--- config.mk ---
export PLATFORM = sky130hd
export DESIGN_NAME = stbs_ctrl
export DESIGN_NICKNAME = d
export VERILOG_FILES = /design/src/rtl/stbs_pkg.sv /design/src/rtl/stbs_ctrl.sv
export SDC_FILE = /design/constraint.sdc
export NUM_CORES = 1
export LEC_CHECK = 0
export BUFFER_PORTS_ARGS = -buffer_cell sky130_fd_sc_hd__buf_2
export CAP_MARGIN = 20
export CORE_AREA = 2 2 39 41
export DETAILED_ROUTE_END_ITERATION = 8
export DIE_AREA = 0 0 41 43
export GPL_TIMING_DRIVEN = 0
export SYNTH_ARGS = -nofsm -noshare
export SYNTH_HDL_FRONTEND = slang
export SYNTH_SLANG_ARGS = --single-unit
--- constraint.sdc ---
create_clock -name aclk -period 1.1 [get_ports aclk]
set_input_delay 0.11 -clock aclk [delete_from_list [all_inputs] [get_ports aclk]]
set_output_delay 0.11 -clock aclk [all_outputs]
set_load 0.005 [all_outputs]
--- src/rtl/stbs_pkg.sv ---
// ============================================================================
// stbs_pkg
// Shared constants and controller/datapath interface types for the sorted
// table binary search block.
// ============================================================================
package stbs_pkg;

    localparam int ADDR_W      = 10;                 // table position width
    localparam int TABLE_DEPTH = 1 << ADDR_W;        // table entries
    localparam int COUNT_W     = ADDR_W + 1;         // holds 0..TABLE_DEPTH and beyond
    localparam int DATA_W      = 32;                 // element width

    localparam int S_TDATA_W   = 48;                 // position + value, byte padded
    localparam int M_TDATA_W   = 16;                 // match position, byte padded

    localparam logic MODE_WRITE  = 1'b0;
    localparam logic MODE_SEARCH = 1'b1;

    // controller -> datapath
    typedef struct packed {
        logic wr;       // store element at position
        logic load;     // start search: set bounds, latch target
        logic rd;       // read table at current mid
        logic step;     // compare read data, update bounds or record hit
        logic publish;  // move search result into output register
    } stbs_cmd_t;

    // datapath -> controller
    typedef struct packed {
        logic active;   // low <= high, a probe remains
        logic equal;    // probed element equals target
    } stbs_stat_t;

endpackage

--- src/rtl/stbs_ctrl.sv ---
// ============================================================================
// stbs_ctrl
// Search sequencer: accepts items, steps probes, hands results to the output.
// ============================================================================
module stbs_ctrl (
    input  logic               aclk,
    input  logic               aresetn,
    input  logic               in_valid,
    input  logic               in_mode,
    output logic               in_ready,
    input  logic               out_ready,
    output logic               out_valid,
    input  stbs_pkg::stbs_stat_t stat,
    output stbs_pkg::stbs_cmd_t  cmd
);
    import stbs_pkg::*;

    typedef enum logic [1:0] {
        ST_IDLE,
        ST_PROBE,
        ST_CMP,
        ST_DONE
    } state_t;

    state_t state_reg, state_next;
    logic   out_valid_reg, out_valid_next;

    assign in_ready  = (state_reg == ST_IDLE);
    assign out_valid = out_valid_reg;

    always_comb begin
        state_next     = state_reg;
        cmd            = '0;
        out_valid_next = out_valid_reg && !out_ready;
        case (state_reg)
            ST_IDLE: begin
                if (in_valid) begin
                    if (in_mode == MODE_SEARCH) begin
                        cmd.load   = 1'b1;
                        state_next = ST_PROBE;
                    end else begin
                        cmd.wr = 1'b1;
                    end
                end
            end
            ST_PROBE: begin
                if (stat.active) begin
                    cmd.rd     = 1'b1;
                    state_next = ST_CMP;
                end else begin
                    state_next = ST_DONE;
                end
            end
            ST_CMP: begin
                cmd.step   = 1'b1;
                state_next = stat.equal ? ST_DONE : ST_PROBE;
            end
            ST_DONE: begin
                if (!out_valid_reg || out_ready) begin
                    cmd.publish    = 1'b1;
                    out_valid_next = 1'b1;
                    state_next     = ST_IDLE;
                end
            end
            default: begin
                state_next = ST_IDLE;
            end
        endcase
    end

    always_ff @(posedge aclk) begin
        if (!aresetn) begin
            state_reg     <= ST_IDLE;
            out_valid_reg <= 1'b0;
        end else begin
            state_reg     <= state_next;
            out_valid_reg <= out_valid_next;
        end
    end

endmodule

==> results of run 1 <==
==> layout make-up <==
cell class | count | area [sq um] | share of cell area [%]
Inverter | 1 | 3.75 | 1.09
Multi-Input combinational cell | 14 | 124 | 35.9
Tap cell | 16 | 20.0 | 5.80
Timing Repair Buffer | 16 | 104 | 30.1
Clock buffer | 4 | 26.3 | 7.61
Sequential cell | 3 | 67.6 | 19.6
==> cells by family (layout without fill, tap and decap cells) <==
logic type,Yosys count,count (layout)
AND/OR/NAND/NOR,9,9
flip-flops,3,3
buffers and inverters,1,21
AO/OA/AOI/OAI,5,5
==> metrics by stage <==
step | util [%] | power, mW | setup WS, ns
floorplan | - | 0.168 | 0.0894
global placement | 17.7 | 0.204 | 0.0375
detailed placement | 17.7 | 0.205 | 0.0142
CTS | 22.4 | 0.425 | -0.0207
global route | 25.0 | 0.475 | -0.0507
finish | 25.0 | 0.445 | -0.0186
==> what timing repair did <==
action	in CTS	in global routing
resized for setup	6	7
pin swaps	2	2
setup endpoints to repair	4	6
buffers inserted	3	0
==> layer usage <==
metal	global-route usage [%]	part of all wire, %	up-vias
li1	-	-	105
met1	8.06	42	102
met2	10.3	51	13
met3	1.57	6.6	0
met4	6.00	0	0
met5	0	0	-
==> layout by cell type (no fill, tap or decap), types with 2 or more instances in the layout <==
cell type and instances:
a211oi_1 2, a21oi_1 2, and2_4 2, buf_2 11
buf_4 2, buf_6 3, clkbuf_4 3, dfxtp_4 2
==> worst reg2reg max path, cell delays in order (launching register included) <==
cell,delay (ns)
dfxtp_4,0.36
and2_4,0.16
buf_4,0.14
a2111oi_4,0.33
==> path summary, 6_finish.rpt <==
| kind | startpoint | cells after the start | to |
|---|---|---|---|
| worst max-delay path | state_reg[1] | 3 | cmd[0] |
| worst min-delay path | aresetn | 3 | out_valid |
| worst max register to register | state_reg[1] | 3 | state_reg[0] |
| worst min register to register | state_reg[0] | 2 | out_valid |
==> power by group through the flow <==
stage / Clock, mW / Combinational [mW] / Sequential (mW)
after global placement: 0 / 0.0687 / 0.135
final: 0.198 / 0.109 / 0.138
after floorplan: 0 / 0.0371 / 0.131
after detailed placement: 0 / 0.0695 / 0.135
after global routing: 0.215 / 0.120 / 0.141
after CTS: 0.203 / 0.0878 / 0.135
==> flow_summary.json, run 1 <==
{
  "ys_warn_count": 0,
  "p_per_area_nw_per_um2": 1290,
  "violations": "setup timing",
  "synth_most_common_cell": "dfxtp_1",
  "synthesis.nets": 25,
  "post-route-period-util_pct": 102,
  "crit_path_start_kind": "flip-flop",
  "synthSimpleGateAreaFrac_pct": 35.2,
  "switching_share_pct": 27.4,
  "track_usage_pct": 7.04,
  "synth-seq-area-share_pct": 37.5,
  "critPathMaxFanout": 7,
  "ant_nets": 0,
  "crit_chain": "and2_4, and2_4, buf_6",
  "required_ns": 0.99,
  "synthArstFlopShare_pct": 0,
  "slew_viol_final": 0,
  "setup_violations": 2,
  "std_cell_rows": 14,
  "dp.cells": 47,
  "setup_ws_ns": -0.0186,
  "die_w_um": 41,
  "finalNetCount": 46,
  "root_buffer": "clkbuf_4",
  "synth-edff-count": 0,
  "clk_pin_slew_worst_paths_ns": 0.04,
  "antenna_found_initial": 0,
  "ir_worst_vdd_uv": 329,
  "p_switching_uw": 122,
  "cts_hold_buffers": 0,
  "cp.arrival_ns": 1.01,
  "clkPwrFrac_pct": 44.5,
  "end_kind": "output pin",
  "synthesis.area_sq_um": 160,
  "r2r_slack_ns": 0,
  "die_area_sq_um": 1760,
  "fin_skew_ns": 0.00227,
  "hold_slack_ns": 0.194,
  "cpMostUsedCell": "and2_4",
  "hold_violations": 0,
  "rsz0062_at_grt": "yes",
  "fin_cells": 54,
  "core_area_sq_um": 1380,
  "post-route-cell-area_sq_um": 345,
  "critPathKind": "reg2out",
  "cts.sinks": 3,
  "synthXorXnorAreaFrac_pct": 0,
  "relSlewSlack_pct": 70.9,
  "syn2layout_area_growth_pct": 116,
  "yosysTopAreaCellShare_pct": 37.5,
  "diodes": 0,
  "boundaryPins": 14,
  "fill_cells": 157,
  "gr-total-overflow": 0,
  "vias_per_cell": 4.07,
  "wl_um": 590,
  "synth_top_area_cell": "dfxtp_1",
  "status": "complete, but fails checks",
  "critical_path.max_stage_delay_ns": 0.36,
  "synth-compound-area-share_pct": 25.0,
  "syn_inst": 18,
  "crit_buf_inv": 1,
  "cp_top_family": "flip-flops",
  "maxCapViolCount": 0,
  "htree_levels": 1,
  "tns_ns": -0.0240,
  "avgSynthCellArea_sq_um": 8.90,
  "yosysUniqueCellTypes": 13,
  "fin_crit_ns": 1.12,
  "numPortBuffers": 13,
  "final_layout_size_suffix_gt1_share_pct": 71.1,
  "largest_reg_flops": 2,
  "wl_per_cell_um": 10.9,
  "synthMuxAreaShare_pct": 0,
  "grt_max_degree": 8,
  "synthTopCellsByArea": "dfxtp_1 38%, a2111oi_2 9.4%, a211oi_1 9.4%",
  "synthTopCellsByCount": "3 x dfxtp_1, 2 x a211oi_1, 2 x a21oi_1, 2 x and2_1",
  "worst_path_max_delay_cell": "dfxtp_4",
  "dr.pass1.iters": 4,
  "ys.flop_type": "dfxtp_1",
  "cts_tree": "yes",
  "synth_top_family_by_area": "simple AND/OR/NAND/NOR gates",
  "grt_pass1_vias": 224,
  "drt_iter0_drc": 3,
  "synth_seq_cells": 3,
  "synthAdderAreaFrac_pct": 0,
  "internal_power_uw": 323,
  "tightestPinTransition_ns": 0.434,
  "cts_buffer_depth": 2,
  "initial_utilization_pct": 11.6,
  "cts_buffers": 3,
  "num_vias": 220,
  "leakagePower_nw": 0.160,
  "pwr-share-comb_pct": 24.5,
  "grt_pass1_wl_um": 807,
  "place_area_sq_um": 245,
  "gp_congestion": 0.706,
  "die_h_um": 43,
  "hold_path_class": "in2reg",
  "clk_latency_ns": 0.23,
  "route.detailed.drc": 0,
  "clock.fmax_mhz": 894,
  "pwr-share-seq_pct": 31.0
}
Note: power is estimated with default switching activity, not from simulation.
==> run 2, diff against run 1 <==
==> constraint.sdc (replaced) <==
create_clock -name aclk -period 1.1 [get_ports aclk]
set_input_delay 0.33 -clock aclk [delete_from_list [all_inputs] [get_ports aclk]]
set_output_delay 0.33 -clock aclk [all_outputs]
set_load 0.005 [all_outputs]
==> run 2 against run 1 <==
Effect of this change: die area is the same; register-to-register slack better by 0.02 ns; sequential cell count unchanged; the flow still finishes with violations (setup timing); clock skew barely moved; non-clock buffer count grew 1; count of clock-buffer cells in the layout did not move; highest routed layer is now met4; power decreased by 0.49%; design area up 0.36%; critical path depth did not move; worst hold slack improved by 0.21 ns.
==> flow_summary.json, run 2 (synthesis gave the netlist of run 1 again) <==
{
  "rsz0062_at_grt": "yes",
  "root_buffer": "clkbuf_4",
  "wl_um": 514,
  "numPortBuffers": 13,
  "diodes": 0,
  "switching_share_pct": 27.1,
  "cts_hold_buffers": 0,
  "dr.pass1.iters": 2,
  "cts_tree": "yes",
  "clock.fmax_mhz": 750,
  "setup_violations": 6,
  "worst_path_max_delay_cell": "dfxtp_4",
  "initial_utilization_pct": 11.6,
  "finalNetCount": 47,
  "critical_path.max_stage_delay_ns": 0.36,
  "violations": "setup timing",
  "die_w_um": 41,
  "end_kind": "output pin",
  "p_switching_uw": 120,
  "route.detailed.drc": 0,
  "layout_common_cells": "12 x buf_2, 3 x clkbuf_4, 3 x buf_6",
  "crit_path_start_kind": "flip-flop",
  "internal_power_uw": 323,
  "track_usage_pct": 7.54,
  "dp.cells": 47,
  "cpMostUsedCell": "and2_4",
  "boundaryPins": 14,
  "die_h_um": 43,
  "cts_buffer_depth": 2,
  "fin_skew_ns": 0.00237,
  "maxCapViolCount": 0,
  "crit_buf_inv": 1,
  "p_per_area_nw_per_um2": 1280,
  "htree_levels": 1,
  "vias_per_cell": 3.98,
  "cp.arrival_ns": 1.00,
  "clk_pin_slew_worst_paths_ns": 0.04,
  "mostFrequentLayoutCell": "buf_2",
  "antenna_found_initial": 0,
  "utilization_pct": 25.0,
  "pwr-share-comb_pct": 24.2,
  "status": "complete, but fails checks",
  "cp_top_family": "flip-flops",
  "std_cell_rows": 14,
  "grt_pass1_vias": 219,
  "largest_reg_flops": 2,
  "relSlewSlack_pct": 75.0,
  "fin_crit_ns": 1.33,
  "hold_violations": 0,
  "pwr-share-seq_pct": 30.7,
  "die_area_sq_um": 1760,
  "num_vias": 219,
  "grt_max_degree": 8,
  "setup_ws_ns": -0.234,
  "ant_nets": 0,
  "syn2layout_area_growth_pct": 116,
  "required_ns": 0.77,
  "fin_cells": 55,
  "tns_ns": -1.04,
  "clkPwrFrac_pct": 45.1,
  "critPathKind": "reg2out",
  "clk_latency_ns": 0.24,
  "critPathMaxFanout": 7,
  "fill_cells": 155,
  "final_layout_size_suffix_gt1_share_pct": 66.7,
  "drt_iter0_drc": 3,
  "cts_buffers": 3,
  "wl_per_cell_um": 9.35,
  "core_area_sq_um": 1380,
  "post-route-period-util_pct": 121,
  "grt_pass1_wl_um": 807,
  "crit_chain": "and2_4, and2_4, buf_6",
  "gr-total-overflow": 0,
  "leakagePower_nw": 0.165,
  "cts.sinks": 3,
  "slew_viol_final": 0,
  "hold_path_class": "in2reg",
  "tightestPinTransition_ns": 0.373,
  "ir_worst_vdd_uv": 328,
  "gp_congestion": 0.706
}
## run 2: changes by cell type in the layout (fill, tap and decap cells not counted), sizes merged
cell	change
buf	+1
## run 2: power groups by stage
| stage | clock network [mW] | registers, mW | logic (mW) |
|---|---|---|---|
| 2_1_floorplan | 0 | 0.131 | 0.0371 |
| 3_3_place_gp | 0 | 0.135 | 0.0687 |
| 3_5_place_dp | 0 | 0.135 | 0.0695 |
| 4_1_cts | 0.203 | 0.135 | 0.0994 |
| 5_1_grt | 0.214 | 0.138 | 0.117 |
| 6_report | 0.199 | 0.136 | 0.107 |
## run 2: routing by layer
| metal | global-route usage (%) | part of all wire (%) |
|---|---|---|
| met1 | 7.74 | 37 |
| met2 | 10.3 | 49 |
| met3 | 1.57 | 8.2 |
| met4 | 10.0 | 5.6 |
| met5 | 0 | 0 |
## run 2: what timing repair did
action                     4_1_cts  5_1_grt
pin swaps                        2        2
cloned                           0        0
gates resized for setup          7        4
setup endpoints to repair        6        7
buffers inserted                 4        0
## run 2: worst reg2reg max path, stage by stage (launching register included)
cell	delay (ns)
dfxtp_4	0.36
and2_4	0.16
buf_4	0.14
a2111oi_4	0.32
## run 2: path summary, 6_finish.rpt
kind                                   start           end  slack [ns]  cells past startpoint
worst max-delay path            state_reg[1]        cmd[0]       -0.23                      3
worst min-delay path                 aresetn     out_valid        0.41                      3
worst max register to register  state_reg[1]  state_reg[0]        0.02                      3
worst min register to register  state_reg[0]     out_valid        0.52                      2
## run 2: through the flow
stage / area (sq um) / setup slack [ns] / power [mW] / hold slack (ns)
after global routing: 347 / -0.262 / 0.469 / 0.422
final: 347 / -0.234 / 0.442 / 0.406
after floorplan: 160 / 0.0514 / 0.168 / 0.499
after global placement: 245 / -0.129 / 0.204 / 0.540
after detailed placement: 245 / -0.128 / 0.205 / 0.548
after CTS: 330 / -0.241 / 0.437 / 0.391
## run 2: cell type report
type	count	area (sq um)	area share (%)
multi-input combinational	14	120	34.7
tap	16	20.0	5.78
clock buffer	4	26.3	7.58
inverter	1	3.75	1.08
sequential	3	67.6	19.5
timing repair buffer	17	109	31.4
==> run 3, diff against run 2 <==
--- a/config.mk
+++ b/config.mk
@@ -11,6 +11,7 @@
 export DETAILED_ROUTE_END_ITERATION = 8
 export DIE_AREA = 0 0 41 43
 export GPL_TIMING_DRIVEN = 0
+export SETUP_SLACK_MARGIN = 0.2
 export SYNTH_ARGS = -nofsm -noshare
 export SYNTH_HDL_FRONTEND = slang
 export SYNTH_SLANG_ARGS = --single-unit
==> run 3 against run 2 <==
Effect of this change: the run still ends with setup timing left; sequential cell count did not move; maximum frequency is 1.2% higher; clock power fell by 7%; combinational power barely moved; count of clock-buffer cells in the layout unchanged; worst hold slack better by 0.017 ns; non-clock buffer count stayed put; first-iteration DRC count is 100% lower; critical path depth is the same; power fell by 1.4%; critical path type unchanged.
==> flow_summary.json, run 3 (synthesis gave the netlist of run 1 again) <==
{
  "cts_hold_buffers": 0,
  "gr-total-overflow": 0,
  "crit_path_start_kind": "flip-flop",
  "critPathKind": "reg2out",
  "wl_per_cell_um": 9.16,
  "r2r-start": "state_reg[1]",
  "fill_cells": 149,
  "std_cell_rows": 14,
  "multi_input_area_sq_um": 144,
  "grt_max_degree": 9,
  "end_kind": "output pin",
  "finalNetCount": 47,
  "htree_levels": 1,
  "setup_ws_ns": -0.218,
  "pwr-share-comb_pct": 25.0,
  "status": "complete, but fails checks",
  "cp.arrival_ns": 0.99,
  "post-route-period-util_pct": 120,
  "cts.sinks": 3,
  "pwr-share-seq_pct": 32.3,
  "clk_latency_ns": 0.23,
  "power_uw": 436,
  "hold_path_class": "in2reg",
  "dp_slack_ns": -0.0750,
  "antenna_found_initial": 0,
  "cts_tree": "yes",
  "violations": "setup timing",
  "clock.fmax_mhz": 758,
  "ir_worst_vdd_uv": 393,
  "wl_met3_um": 56,
  "critical_path.max_stage_delay_ns": 0.37,
  "clk_pin_slew_worst_paths_ns": 0.04,
  "tightestPinTransition_ns": 0.411,
  "gp_congestion": 0.716,
  "die_w_um": 41,
  "crit_chain": "and2_4, and2_4, buf_6",
  "critPathMaxFanout": 8,
  "drt_iter0_drc": 0,
  "required_ns": 0.77,
  "dr.pass1.iters": 1,
  "hold_slack_ns": 0.423,
  "wl_met1_um": 201,
  "cts_buffers": 3,
  "fin_crit_ns": 1.32,
  "root_buffer": "clkbuf_4",
  "dr_wl_met2_um": 246,
  "cpMostUsedCell": "and2_4",
  "relSlewSlack_pct": 72.5,
  "p_switching_uw": 113,
  "reg2reg_to": "state_reg[0]",
  "num_vias": 206,
  "rsz0062_at_grt": "yes",
  "track_usage_pct": 7.23,
  "r2r_slack_ns": -0.05,
  "setup_violations": 7,
  "cts_buffer_depth": 2,
  "die_h_um": 43,
  "grt_pass1_wl_um": 814,
  "die_area_sq_um": 1760,
  "worst_path_max_delay_cell": "dfxtp_4",
  "clkPwrFrac_pct": 42.6,
  "top_layer": "met3",
  "fin_skew_ns": 0.00396,
  "ant_nets": 0,
  "syn2layout_area_growth_pct": 130,
  "maxCapViolCount": 0,
  "initial_utilization_pct": 11.6,
  "wl_um": 504,
  "grt_pass1_vias": 205,
  "switching_share_pct": 26.0,
  "largest_reg_flops": 2,
  "mostFrequentLayoutCell": "buf_2",
  "slew_viol_final": 0,
  "critPathCapture": "cmd[0]",
  "numPortBuffers": 13,
  "regArea_sq_um": 68.8,
  "crit_path_start": "state_reg[1]",
  "worstHoldStart": "aresetn",
  "core_area_sq_um": 1380,
  "dpl.hpwl_um": 365,
  "vias_per_cell": 3.75,
  "hold_violations": 0,
  "boundaryPins": 14,
  "leakagePower_nw": 0.177,
  "layout_common_cells": "12 x buf_2, 3 x clkbuf_4, 3 x buf_4",
  "diodes": 0,
  "r2r_cells": 4,
  "internal_power_uw": 323,
  "final_layout_size_suffix_gt1_share_pct": 76.9,
  "route.detailed.drc": 0,
  "p_per_area_nw_per_um2": 1190
}
==> run 3: repair_timing <==
item | in CTS | in global routing
setup buffers | 2 | 2
pin swaps | 5 | 2
endpoints found under the setup margin | 8 | 9
gates resized for setup | 5 | 2
==> run 3: how the worst min path moves through the flow <==
stage,to,depth (start not counted)
after floorplan,state_reg[1],2
after global placement,state_reg[1],2
after detailed placement,state_reg[1],2
after CTS,state_reg[1],3
after global routing,state_reg[1],3
final,out_valid,3
==> run 3: worst max-delay path: cells and delay by family (launching register included) <==
kind / cells / cell delay [ns]
flip-flops: 1 / 0.37
AND/OR/NAND/NOR: 2 / 0.29
buffers and inverters: 1 / 0.10
==> run 3: through the flow <==
stage	setup TNS, ns	instance area [sq um]	utilization, %	instances
floorplan	0	186	-	18
global placement	-0.0827	272	19.6	47
detailed placement	-0.0951	272	19.6	47
CTS	-0.961	340	24.6	53
global route	-1.32	368	26.6	55
finish	-0.967	368	26.6	55
==> run 3: layer usage <==
metal | global-route usage (%) | vias up
met4 | 4.00 | 0
met1 | 7.40 | 87
met2 | 10.6 | 12
met3 | 4.71 | 0
li1 | - | 107
met5 | 0 | -
==> run 3: final cells by class <==
type / instances / share of cell area, %
flip-flops and latches: 3 / 18.7
inverters: 1 / 1.02
clock buffers: 4 / 7.14
well taps: 16 / 5.44
multi-input cells: 14 / 39.1
repair buffers: 17 / 28.6
==> run 3: power groups by stage <==
stage                     registers, mW  logic, mW  clock network, mW
after detailed placement          0.141     0.0764                  0
after floorplan                   0.136     0.0422                  0
after CTS                         0.141     0.0951              0.195
after global placement            0.140     0.0751                  0
after global routing              0.145      0.119              0.201
final                             0.141      0.109              0.186
